--- config.mk ---
export PLATFORM = sky130hd
export DESIGN_NAME = multilevel_priority_process_queue_core
export DESIGN_NICKNAME = d
export VERILOG_FILES = /design/src/rtl/mppq_pkg.sv /design/src/rtl/mppq_ram.sv /design/src/rtl/mppq_ctrl.sv /design/src/rtl/mppq_dp.sv /design/src/rtl/multilevel_priority_process_queue_core.sv
export SDC_FILE = /design/constraint.sdc
export NUM_CORES = 2
export LEC_CHECK = 0
export BUFFER_PORTS_ARGS = -buffer_cell sky130_fd_sc_hd__buf_2
export CORE_UTILIZATION = 50
export CTS_CLUSTER_SIZE = 12
export DETAILED_ROUTE_END_ITERATION = 12
export PLACE_DENSITY_LB_ADDON = 0.12
export RECOVER_POWER = 100
export SKIP_CTS_REPAIR_TIMING = 1
export SYNTH_ARGS = -nofsm -noshare
export SYNTH_HDL_FRONTEND = slang
export SYNTH_SLANG_ARGS = --single-unit
--- constraint.sdc ---
create_clock -name i_clk -period 10 [get_ports i_clk]
set_input_delay 1.5 -clock i_clk [delete_from_list [all_inputs] [get_ports i_clk]]
set_output_delay 1.5 -clock i_clk [all_outputs]
set_load 0.005 [all_outputs]
--- src/rtl/mppq_pkg.sv ---
// Package for the multilevel priority process queue.
// Field widths, operation codes and controller/datapath interface structs.
// No dependencies.
package mppq_pkg;

    localparam int ID_W        = 8;
    localparam int USER_LEVELS = 3;
    localparam int NUM_LEVELS  = USER_LEVELS + 1;
    localparam int LVL_W       = 2;
    localparam int CNT_W       = 7;
    localparam int OP_W        = 2;

    localparam int IN_BITS     = ID_W + LVL_W;
    localparam int IN_DATA_W   = ((IN_BITS + 7) / 8) * 8;
    localparam int OUT_BITS    = ID_W + LVL_W + CNT_W + 2;
    localparam int OUT_DATA_W  = ((OUT_BITS + 7) / 8) * 8;

    localparam logic [OP_W-1:0]  OP_INSERT   = 2'd0;
    localparam logic [OP_W-1:0]  OP_FEEDBACK = 2'd1;
    localparam logic [OP_W-1:0]  OP_PICK     = 2'd2;

    localparam logic [CNT_W-1:0] MAX_COUNT_RST = 7'd64;

    typedef struct packed {
        logic cap;        // capture the input beat
        logic exec_push;  // insert/requeue/no-op, emit result
        logic exec_pop;   // pop head, start queue memory read
        logic emit_pop;   // emit result with read data
    } t_cmd;

    typedef struct packed {
        logic pick_found; // captured op is a pick and a level is nonempty
        logic out_free;   // output register can take a beat
    } t_sts;

endpackage

--- src/rtl/mppq_ram.sv ---
// Generic single write port, single read port RAM with registered read.
// No dependencies.
module mppq_ram #(
    parameter int WIDTH = 8,
    parameter int DEPTH = 256
) (
    input  logic                     i_clk,
    input  logic                     i_we,
    input  logic [$clog2(DEPTH)-1:0] i_waddr,
    input  logic [WIDTH-1:0]         i_wdata,
    input  logic                     i_re,
    input  logic [$clog2(DEPTH)-1:0] i_raddr,
    output logic [WIDTH-1:0]         o_rdata
);

    logic [WIDTH-1:0] r_mem [DEPTH];
    logic [WIDTH-1:0] r_rdata;

    always_ff @(posedge i_clk) begin
        if (i_we) begin
            r_mem[i_waddr] <= i_wdata;
        end
        if (i_re) begin
            r_rdata <= r_mem[i_raddr];
        end
    end

    assign o_rdata = r_rdata;

endmodule

--- src/rtl/mppq_ctrl.sv ---
// Controller state machine for the multilevel priority process queue.
// Depends on mppq_pkg (t_cmd, t_sts).
module mppq_ctrl import mppq_pkg::*; (
    input  logic i_clk,
    input  logic i_rst_n,
    input  logic i_in_valid,
    output logic o_in_ready,
    input  t_sts i_sts,
    output t_cmd o_cmd
);

    localparam logic [1:0] S_IDLE = 2'd0;
    localparam logic [1:0] S_EXEC = 2'd1;
    localparam logic [1:0] S_READ = 2'd2;

    logic [1:0] r_state;
    logic [1:0] n_state;

    always_comb begin
        n_state = r_state;
        o_cmd   = '0;
        unique case (r_state)
            S_IDLE: begin
                if (i_in_valid) begin
                    o_cmd.cap = 1'b1;
                    n_state   = S_EXEC;
                end
            end
            S_EXEC: begin
                if (i_sts.pick_found) begin
                    o_cmd.exec_pop = 1'b1;
                    n_state        = S_READ;
                end else if (i_sts.out_free) begin
                    o_cmd.exec_push = 1'b1;
                    n_state         = S_IDLE;
                end
            end
            S_READ: begin
                if (i_sts.out_free) begin
                    o_cmd.emit_pop = 1'b1;
                    n_state        = S_IDLE;
                end
            end
            default: begin
                n_state = S_IDLE;
            end
        endcase
    end

    always_ff @(posedge i_clk) begin
        if (!i_rst_n) begin
            r_state <= S_IDLE;
        end else begin
            r_state <= n_state;
        end
    end

    assign o_in_ready = (r_state == S_IDLE);

endmodule

--- src/rtl/mppq_dp.sv ---
// Datapath: level pointers and counts, shared queue memory, limit register,
// output register. Depends on mppq_pkg and mppq_ram.
module mppq_dp import mppq_pkg::*; #(
    parameter int QUEUE_DEPTH = 64
) (
    input  logic             i_clk,
    input  logic             i_rst_n,
    input  t_cmd             i_cmd,
    output t_sts             o_sts,
    input  logic [OP_W-1:0]  i_op,
    input  logic [ID_W-1:0]  i_proc_id,
    input  logic [LVL_W-1:0] i_priority_req,
    input  logic             i_cfg_we,
    input  logic [CNT_W-1:0] i_cfg_data,
    output logic             o_out_valid,
    input  logic             i_out_ready,
    output logic             o_accepted,
    output logic [ID_W-1:0]  o_out_proc_id,
    output logic [LVL_W-1:0] o_out_priority,
    output logic [CNT_W-1:0] o_occupancy,
    output logic             o_all_empty,
    output logic             o_at_limit
);

    localparam int PTR_W  = $clog2(QUEUE_DEPTH);
    localparam int ADDR_W = LVL_W + PTR_W;
    localparam int MEM_D  = NUM_LEVELS << PTR_W;
    localparam int CNT_MAX = (1 << CNT_W) - 1;
    localparam logic [CNT_W-1:0] LIM_CAP =
        CNT_W'((QUEUE_DEPTH > CNT_MAX) ? CNT_MAX : QUEUE_DEPTH);

    function automatic logic [PTR_W-1:0] next_ptr(input logic [PTR_W-1:0] p);
        logic [PTR_W-1:0] q;
        if (p == PTR_W'(QUEUE_DEPTH - 1)) begin
            q = '0;
        end else begin
            q = p + PTR_W'(1);
        end
        return q;
    endfunction

    logic [OP_W-1:0]  r_op;
    logic [ID_W-1:0]  r_id;
    logic [LVL_W-1:0] r_lvl;
    logic [LVL_W-1:0] r_pick_lvl;
    logic [PTR_W-1:0] r_head [NUM_LEVELS];
    logic [PTR_W-1:0] r_tail [NUM_LEVELS];
    logic [CNT_W-1:0] r_cnt  [NUM_LEVELS];
    logic [CNT_W-1:0] r_total;
    logic [CNT_W-1:0] r_max_count;
    logic             r_out_valid;
    logic             r_accepted;
    logic [ID_W-1:0]  r_out_id;
    logic [LVL_W-1:0] r_out_pri;
    logic [CNT_W-1:0] r_occ;
    logic             r_all_empty;
    logic             r_at_limit;

    logic [LVL_W-1:0] lvl_in;
    logic [LVL_W-1:0] pick_lvl;
    logic             found;
    logic [CNT_W-1:0] eff_limit;
    logic             push_ok;
    logic             ram_we;
    logic [CNT_W-1:0] n_total;
    logic [ID_W-1:0]  ram_rdata;
    logic             out_free;

    // clamp to the lowest level, then demote a user-level requeue
    always_comb begin
        lvl_in = (i_priority_req > LVL_W'(USER_LEVELS)) ? LVL_W'(USER_LEVELS)
                                                        : i_priority_req;
        if (i_op == OP_FEEDBACK && lvl_in != '0 && lvl_in < LVL_W'(USER_LEVELS)) begin
            lvl_in = lvl_in + LVL_W'(1);
        end
    end

    // highest-priority nonempty level
    always_comb begin
        found    = 1'b0;
        pick_lvl = '0;
        for (int l = NUM_LEVELS - 1; l >= 0; l--) begin
            if (r_cnt[l] != '0) begin
                found    = 1'b1;
                pick_lvl = LVL_W'(l);
            end
        end
    end

    assign eff_limit = (r_max_count > LIM_CAP) ? LIM_CAP : r_max_count;
    assign push_ok   = (r_op == OP_INSERT || r_op == OP_FEEDBACK) && (r_total < eff_limit);
    assign ram_we    = i_cmd.exec_push && push_ok;

    always_comb begin
        n_total = r_total;
        if (ram_we) begin
            n_total = r_total + CNT_W'(1);
        end else if (i_cmd.exec_pop) begin
            n_total = r_total - CNT_W'(1);
        end
    end

    assign out_free         = !r_out_valid || i_out_ready;
    assign o_sts.out_free   = out_free;
    assign o_sts.pick_found = (r_op == OP_PICK) && found;

    mppq_ram #(
        .WIDTH (ID_W),
        .DEPTH (MEM_D)
    ) u_ram (
        .i_clk   (i_clk),
        .i_we    (ram_we),
        .i_waddr (ADDR_W'({r_lvl, r_tail[r_lvl]})),
        .i_wdata (r_id),
        .i_re    (i_cmd.exec_pop),
        .i_raddr (ADDR_W'({pick_lvl, r_head[pick_lvl]})),
        .o_rdata (ram_rdata)
    );

    always_ff @(posedge i_clk) begin
        if (!i_rst_n) begin
            for (int l = 0; l < NUM_LEVELS; l++) begin
                r_head[l] <= '0;
                r_tail[l] <= '0;
                r_cnt[l]  <= '0;
            end
            r_total     <= '0;
            r_max_count <= MAX_COUNT_RST;
            r_out_valid <= 1'b0;
        end else begin
            if (i_cfg_we) begin
                r_max_count <= i_cfg_data;
            end
            if (ram_we) begin
                r_tail[r_lvl] <= next_ptr(r_tail[r_lvl]);
                r_cnt[r_lvl]  <= r_cnt[r_lvl] + CNT_W'(1);
            end
            if (i_cmd.exec_pop) begin
                r_head[pick_lvl] <= next_ptr(r_head[pick_lvl]);
                r_cnt[pick_lvl]  <= r_cnt[pick_lvl] - CNT_W'(1);
            end
            r_total <= n_total;
            if (i_cmd.exec_push || i_cmd.emit_pop) begin
                r_out_valid <= 1'b1;
            end else if (i_out_ready) begin
                r_out_valid <= 1'b0;
            end
        end
    end

    always_ff @(posedge i_clk) begin
        if (i_cmd.cap) begin
            r_op  <= i_op;
            r_id  <= i_proc_id;
            r_lvl <= lvl_in;
        end
        if (i_cmd.exec_pop) begin
            r_pick_lvl <= pick_lvl;
        end
        if (i_cmd.exec_push) begin
            r_accepted <= push_ok;
            r_out_id   <= '0;
            r_out_pri  <= push_ok ? r_lvl : '0;
        end else if (i_cmd.emit_pop) begin
            r_accepted <= 1'b1;
            r_out_id   <= ram_rdata;
            r_out_pri  <= r_pick_lvl;
        end
        if (i_cmd.exec_push || i_cmd.emit_pop) begin
            r_occ       <= n_total;
            r_all_empty <= (n_total == '0);
            r_at_limit  <= (n_total >= eff_limit);
        end
    end

    assign o_out_valid    = r_out_valid;
    assign o_accepted     = r_accepted;
    assign o_out_proc_id  = r_out_id;
    assign o_out_priority = r_out_pri;
    assign o_occupancy    = r_occ;
    assign o_all_empty    = r_all_empty;
    assign o_at_limit     = r_at_limit;

endmodule

--- src/rtl/multilevel_priority_process_queue_core.sv ---
// Top level of the multilevel priority process queue.
// Depends on mppq_pkg, mppq_ctrl, mppq_dp (which holds mppq_ram).
//
//  channel   dir  handshake                      content
//  s_axis    in   s_axis_tvalid/s_axis_tready    op, proc_id, priority_req
//  m_axis    out  m_axis_tvalid/m_axis_tready    accepted, id, priority, status
//  cfg       in   i_cfg_valid/o_cfg_ready        max_count
//
// Insert, requeue, unused ops and a pick that finds every level empty pass
// through capture and execute states: the result register loads on leaving
// execute and the next beat is taken back in idle. A pick that finds a process
// adds a read state for the registered read of the queue RAM.
// One operation is in flight at a time; s_axis_tready is high only when idle.
// A result waits in the output register while the next beat is taken; the
// next operation stalls at its result step until that register drains.
// Synchronous active-low reset; queue RAM contents are not cleared.
module multilevel_priority_process_queue_core import mppq_pkg::*; #(
    parameter int QUEUE_DEPTH = 64
) (
    input  logic                  i_clk,
    input  logic                  i_rst_n,
    input  logic                  s_axis_tvalid,
    output logic                  s_axis_tready,
    input  logic [IN_DATA_W-1:0]  s_axis_tdata,   // proc_id, priority_req
    input  logic [OP_W-1:0]       s_axis_tuser,   // op
    output logic                  m_axis_tvalid,
    input  logic                  m_axis_tready,
    output logic [OUT_DATA_W-1:0] m_axis_tdata,   // out_proc_id, out_priority,
                                                  // occupancy, all_empty, at_limit
    output logic [0:0]            m_axis_tuser,   // accepted
    input  logic                  i_cfg_valid,
    output logic                  o_cfg_ready,
    input  logic [CNT_W-1:0]      i_cfg_data
);

    t_cmd             cmd;
    t_sts             sts;
    logic             accepted;
    logic [ID_W-1:0]  out_proc_id;
    logic [LVL_W-1:0] out_priority;
    logic [CNT_W-1:0] occupancy;
    logic             all_empty;
    logic             at_limit;

    assign o_cfg_ready = 1'b1;

    mppq_ctrl u_ctrl (
        .i_clk      (i_clk),
        .i_rst_n    (i_rst_n),
        .i_in_valid (s_axis_tvalid),
        .o_in_ready (s_axis_tready),
        .i_sts      (sts),
        .o_cmd      (cmd)
    );

    mppq_dp #(
        .QUEUE_DEPTH (QUEUE_DEPTH)
    ) u_dp (
        .i_clk          (i_clk),
        .i_rst_n        (i_rst_n),
        .i_cmd          (cmd),
        .o_sts          (sts),
        .i_op           (s_axis_tuser),
        .i_proc_id      (s_axis_tdata[ID_W-1:0]),
        .i_priority_req (s_axis_tdata[ID_W +: LVL_W]),
        .i_cfg_we       (i_cfg_valid),
        .i_cfg_data     (i_cfg_data),
        .o_out_valid    (m_axis_tvalid),
        .i_out_ready    (m_axis_tready),
        .o_accepted     (accepted),
        .o_out_proc_id  (out_proc_id),
        .o_out_priority (out_priority),
        .o_occupancy    (occupancy),
        .o_all_empty    (all_empty),
        .o_at_limit     (at_limit)
    );

    assign m_axis_tuser = accepted;
    assign m_axis_tdata = OUT_DATA_W'({at_limit, all_empty, occupancy,
                                       out_priority, out_proc_id});

endmodule
==> impl_metrics.ini <==
[status]
status = finished, violations left
violations = capacitance limit, slew limit

[sta]
relSlewSlack_pct = -462
hold_violations = 0
final-setup-viol-count = 0
max_slew.worst_pin.slew_ns = 8.43
skew_ns = 0.0348
rsz0062_at_grt = no
finalSetupTns_ns = 0
period_share_pct = 85.2
period_needed_ns = 8.52
max_freq_ghz = 0.117
final_max_slew_viol_count = 1747

[logic_synthesis]
ys_seq_area_share_pct = 73.7
synth_xor_area_share_pct = 0.227
synth_top_area_cell = edfxtp_1
synth.area.mux_share_pct = 1.41
synth_simple_gate_area_share_pct = 12.5
async_flop_share_pct = 0
synthesis.area_mm2 = 0.0887
ys.flop_type = edfxtp_1
synth_cell_types = 79
synth_top_family_by_area = simple AND/OR/NAND/NOR gates
netlist_instances = 6380
synth_compound_area_share_pct = 8.99
yosys_warnings = 0
synth_top_area_share_pct = 73.1
yosysMostFrequentCell = edfxtp_1
ys_seq_elements = 2185
synthAdderAreaFrac_pct = 0.339
synth-edff-count = 2158
synth_common_cells = edfxtp_1 (2158), nand2_1 (1272), and3_1 (375)
syn_avg_cell_area_um2 = 13.9
synth_area_leaders = edfxtp_1 (73%), nand2_1 (5.4%), a311oi_1 (3.3%)

[floorplanning]
die_w_um = 423
start_util_pct = 50.4
rows = 154
die_h_um = 423
design.die.area_mm2 = 0.179
coreArea_mm2 = 0.176
ios = 58

[clock_network]
cts_tree = built
clk_pin_slew_worst_paths_ns = 0.06
cts_root_buffer = clkbuf_16
cts_sinks = 2185
clk-insertion-delay-late_ns = 0.86
cts_inserted_buffers = 221
h-tree-depth = 4
clockBufferDepth = 3

[global_route]
grt_overflow_total = 0
antenna_found_initial = 10
grt_max_degree = 203
grt.total_usage_pct = 27.8
grt_pass1_vias = 52300
grt_pass1_wl_um = 365000

[placement]
globalplace.congestion = 0.832
portBuffers = 45
dp_hpwl_um = 138000
place_area_mm2 = 0.0908

[power]
p_leak_uw = 0.0317
power.density_mw_per_mm2 = 196
clkPwrFrac_pct = 40.0
intPower_uw = 14700
p_sw_share_pct = 22.9
pwr-share-comb_pct = 6.4
ir_drop_mv = 0.142
p_total_uw = 19000
p_seq_share_pct = 53.6
p_switching_uw = 4350

[drt]
via_per_inst = 6.29
dr.pass1.iters = 6
vias = 55100
drt-total-wl_um = 252000
route.antenna.remaining_nets = 0
drcViolationCount = 0
first_iter_violations = 6634
avgRoutedWirePerCell_um = 28.8

[critical_path]
cp.arrival_ns = 9.13
worstSetupPathType = flip-flop to flip-flop
endpoint_kind = flip-flop
r2r-start = u_dp.r_cnt[0][2]$_SDFFCE_PN0P_
worstPathRequired_ns = 10.61
startpoint_type = flip-flop
reg2reg_depth = 14
critPathLaunch = u_dp.r_cnt[0][2]$_SDFFCE_PN0P_
crit_fanout = 147

[min_path]
hold_path_class = flip-flop to flip-flop
holdPathStages = 1
hp-start = u_ctrl.r_state[1]$_SDFFE_PN0P_

[job]
cap_violations = 16

[layout]
final_cell_area_mm2 = 0.0970
syn2layout_area_growth_pct = 9.40
n_fill_cell = 14200
nNetsFinal = 6321
drive_gt1_share_pct = 7.03
## worst paths after layout
check	slack, ns	end
setup / recovery	1.48	u_dp.u_ram.o_rdata[2]$_DFFE_PN_
hold / removal	0.49	u_ctrl.r_state[0]$_SDFFE_PN0P_
setup reg to reg	1.48	u_dp.u_ram.o_rdata[2]$_DFFE_PN_
hold reg to reg	0.49	u_ctrl.r_state[0]$_SDFFE_PN0P_
## through the flow
step / hold WS, ns / std cells / utilization (%) / setup WS (ns)
after global placement: 0.467 / 8384 / 51.5 / 3.10
final: 0.487 / 8758 / 55.1 / 1.48
after CTS: 0.487 / 8753 / 55.2 / 3.06
after floorplan: 0.445 / 6384 / - / 5.95
after global routing: 0.495 / 8753 / 55.1 / 1.43
after detailed placement: 0.476 / 8384 / 51.5 / 3.05
## layout by cell type, fill, tap and decap left out, drive strengths merged, types with 24 or more instances in the layout
master	instances
clkbuf	311
a21oi	95
dfxtp	27
nor2	367
buf	121
nand3	256
nand2	1276
o21ai	37
and3	375
edfxtp	2158
inv	39
clkinv	77
mux2i	81
a211oi	375
nor4	94
ha	24
o22ai	37
a31oi	96
nor2b	27
a311oi	339
## power by group through the flow
stage	clock network, uW	registers (uW)	logic (uW)
after floorplan	0	10400	621
after global placement	0	10300	1190
after detailed placement	0	10300	1210
after CTS	7660	10100	1210
after global routing	8020	10200	1280
final	7600	10200	1210
## kinds of logic after synthesis
| family | Yosys count |
|---|---|
| AO/OA/AOI/OAI | 1054 |
| XOR/XNOR | 23 |
| adder cells (fa/ha/maj) | 24 |
| buffers and inverters | 529 |
| flip-flops | 2185 |
| multiplexers | 102 |
| other | 2 |
| AND/OR/NAND/NOR | 2461 |
## metal layers
layer / GRT usage, % / up-vias / share of wire (%)
met5: 0 / - / 0.028
met4: 9.71 / 10 / 3.3
met3: 4.75 / 402 / 8.3
met2: 42.9 / 2396 / 46
met1: 39.9 / 28000 / 42
li1: - / 24200 / -
## critical path: stages, from the launching register on
cell	delay (ns)
edfxtp_1	0.44
nor4_1	0.49
and4_1	0.41
nand2_1	0.39
inv_1	0.80
mux2i_1	0.20
mux2_8	0.51
inv_8	0.47
buf_12	0.57
a311oi_1	0.28
nor4_1	1.72
o22ai_1	0.70
nor4_1	0.65
nor4_1	0.10
buf_4	0.21
## cell type report
class                      count  area, um2  area share [%]
tap                         2340       2930            3.02
inverter                      33        146           0.151
clock inverter                89        582           0.600
clock buffer                 280       5850            6.02
sequential                  2185      65300            67.3
timing repair buffer         156       1240            1.28
multi-input combinational   3670      20900            21.6
antenna                        5       12.5          0.0129
## registers in the layout (all words and copies together), names as in the netlist, 2 cells and up, named ones only
name and count:
u_ctrl.r_state 2, u_dp.o_occupancy 7, u_dp.o_out_priority 2, u_dp.o_out_proc_id 8
u_dp.r_cnt 28, u_dp.r_head 24, u_dp.r_id 8, u_dp.r_lvl 2
u_dp.r_max_count 7, u_dp.r_op 2, u_dp.r_pick_lvl 2, u_dp.r_tail 24
u_dp.r_total 7, u_dp.u_ram.o_rdata 8, u_dp.u_ram.r_mem 2048
No activity file was read; power rests on OpenSTA's default activity.
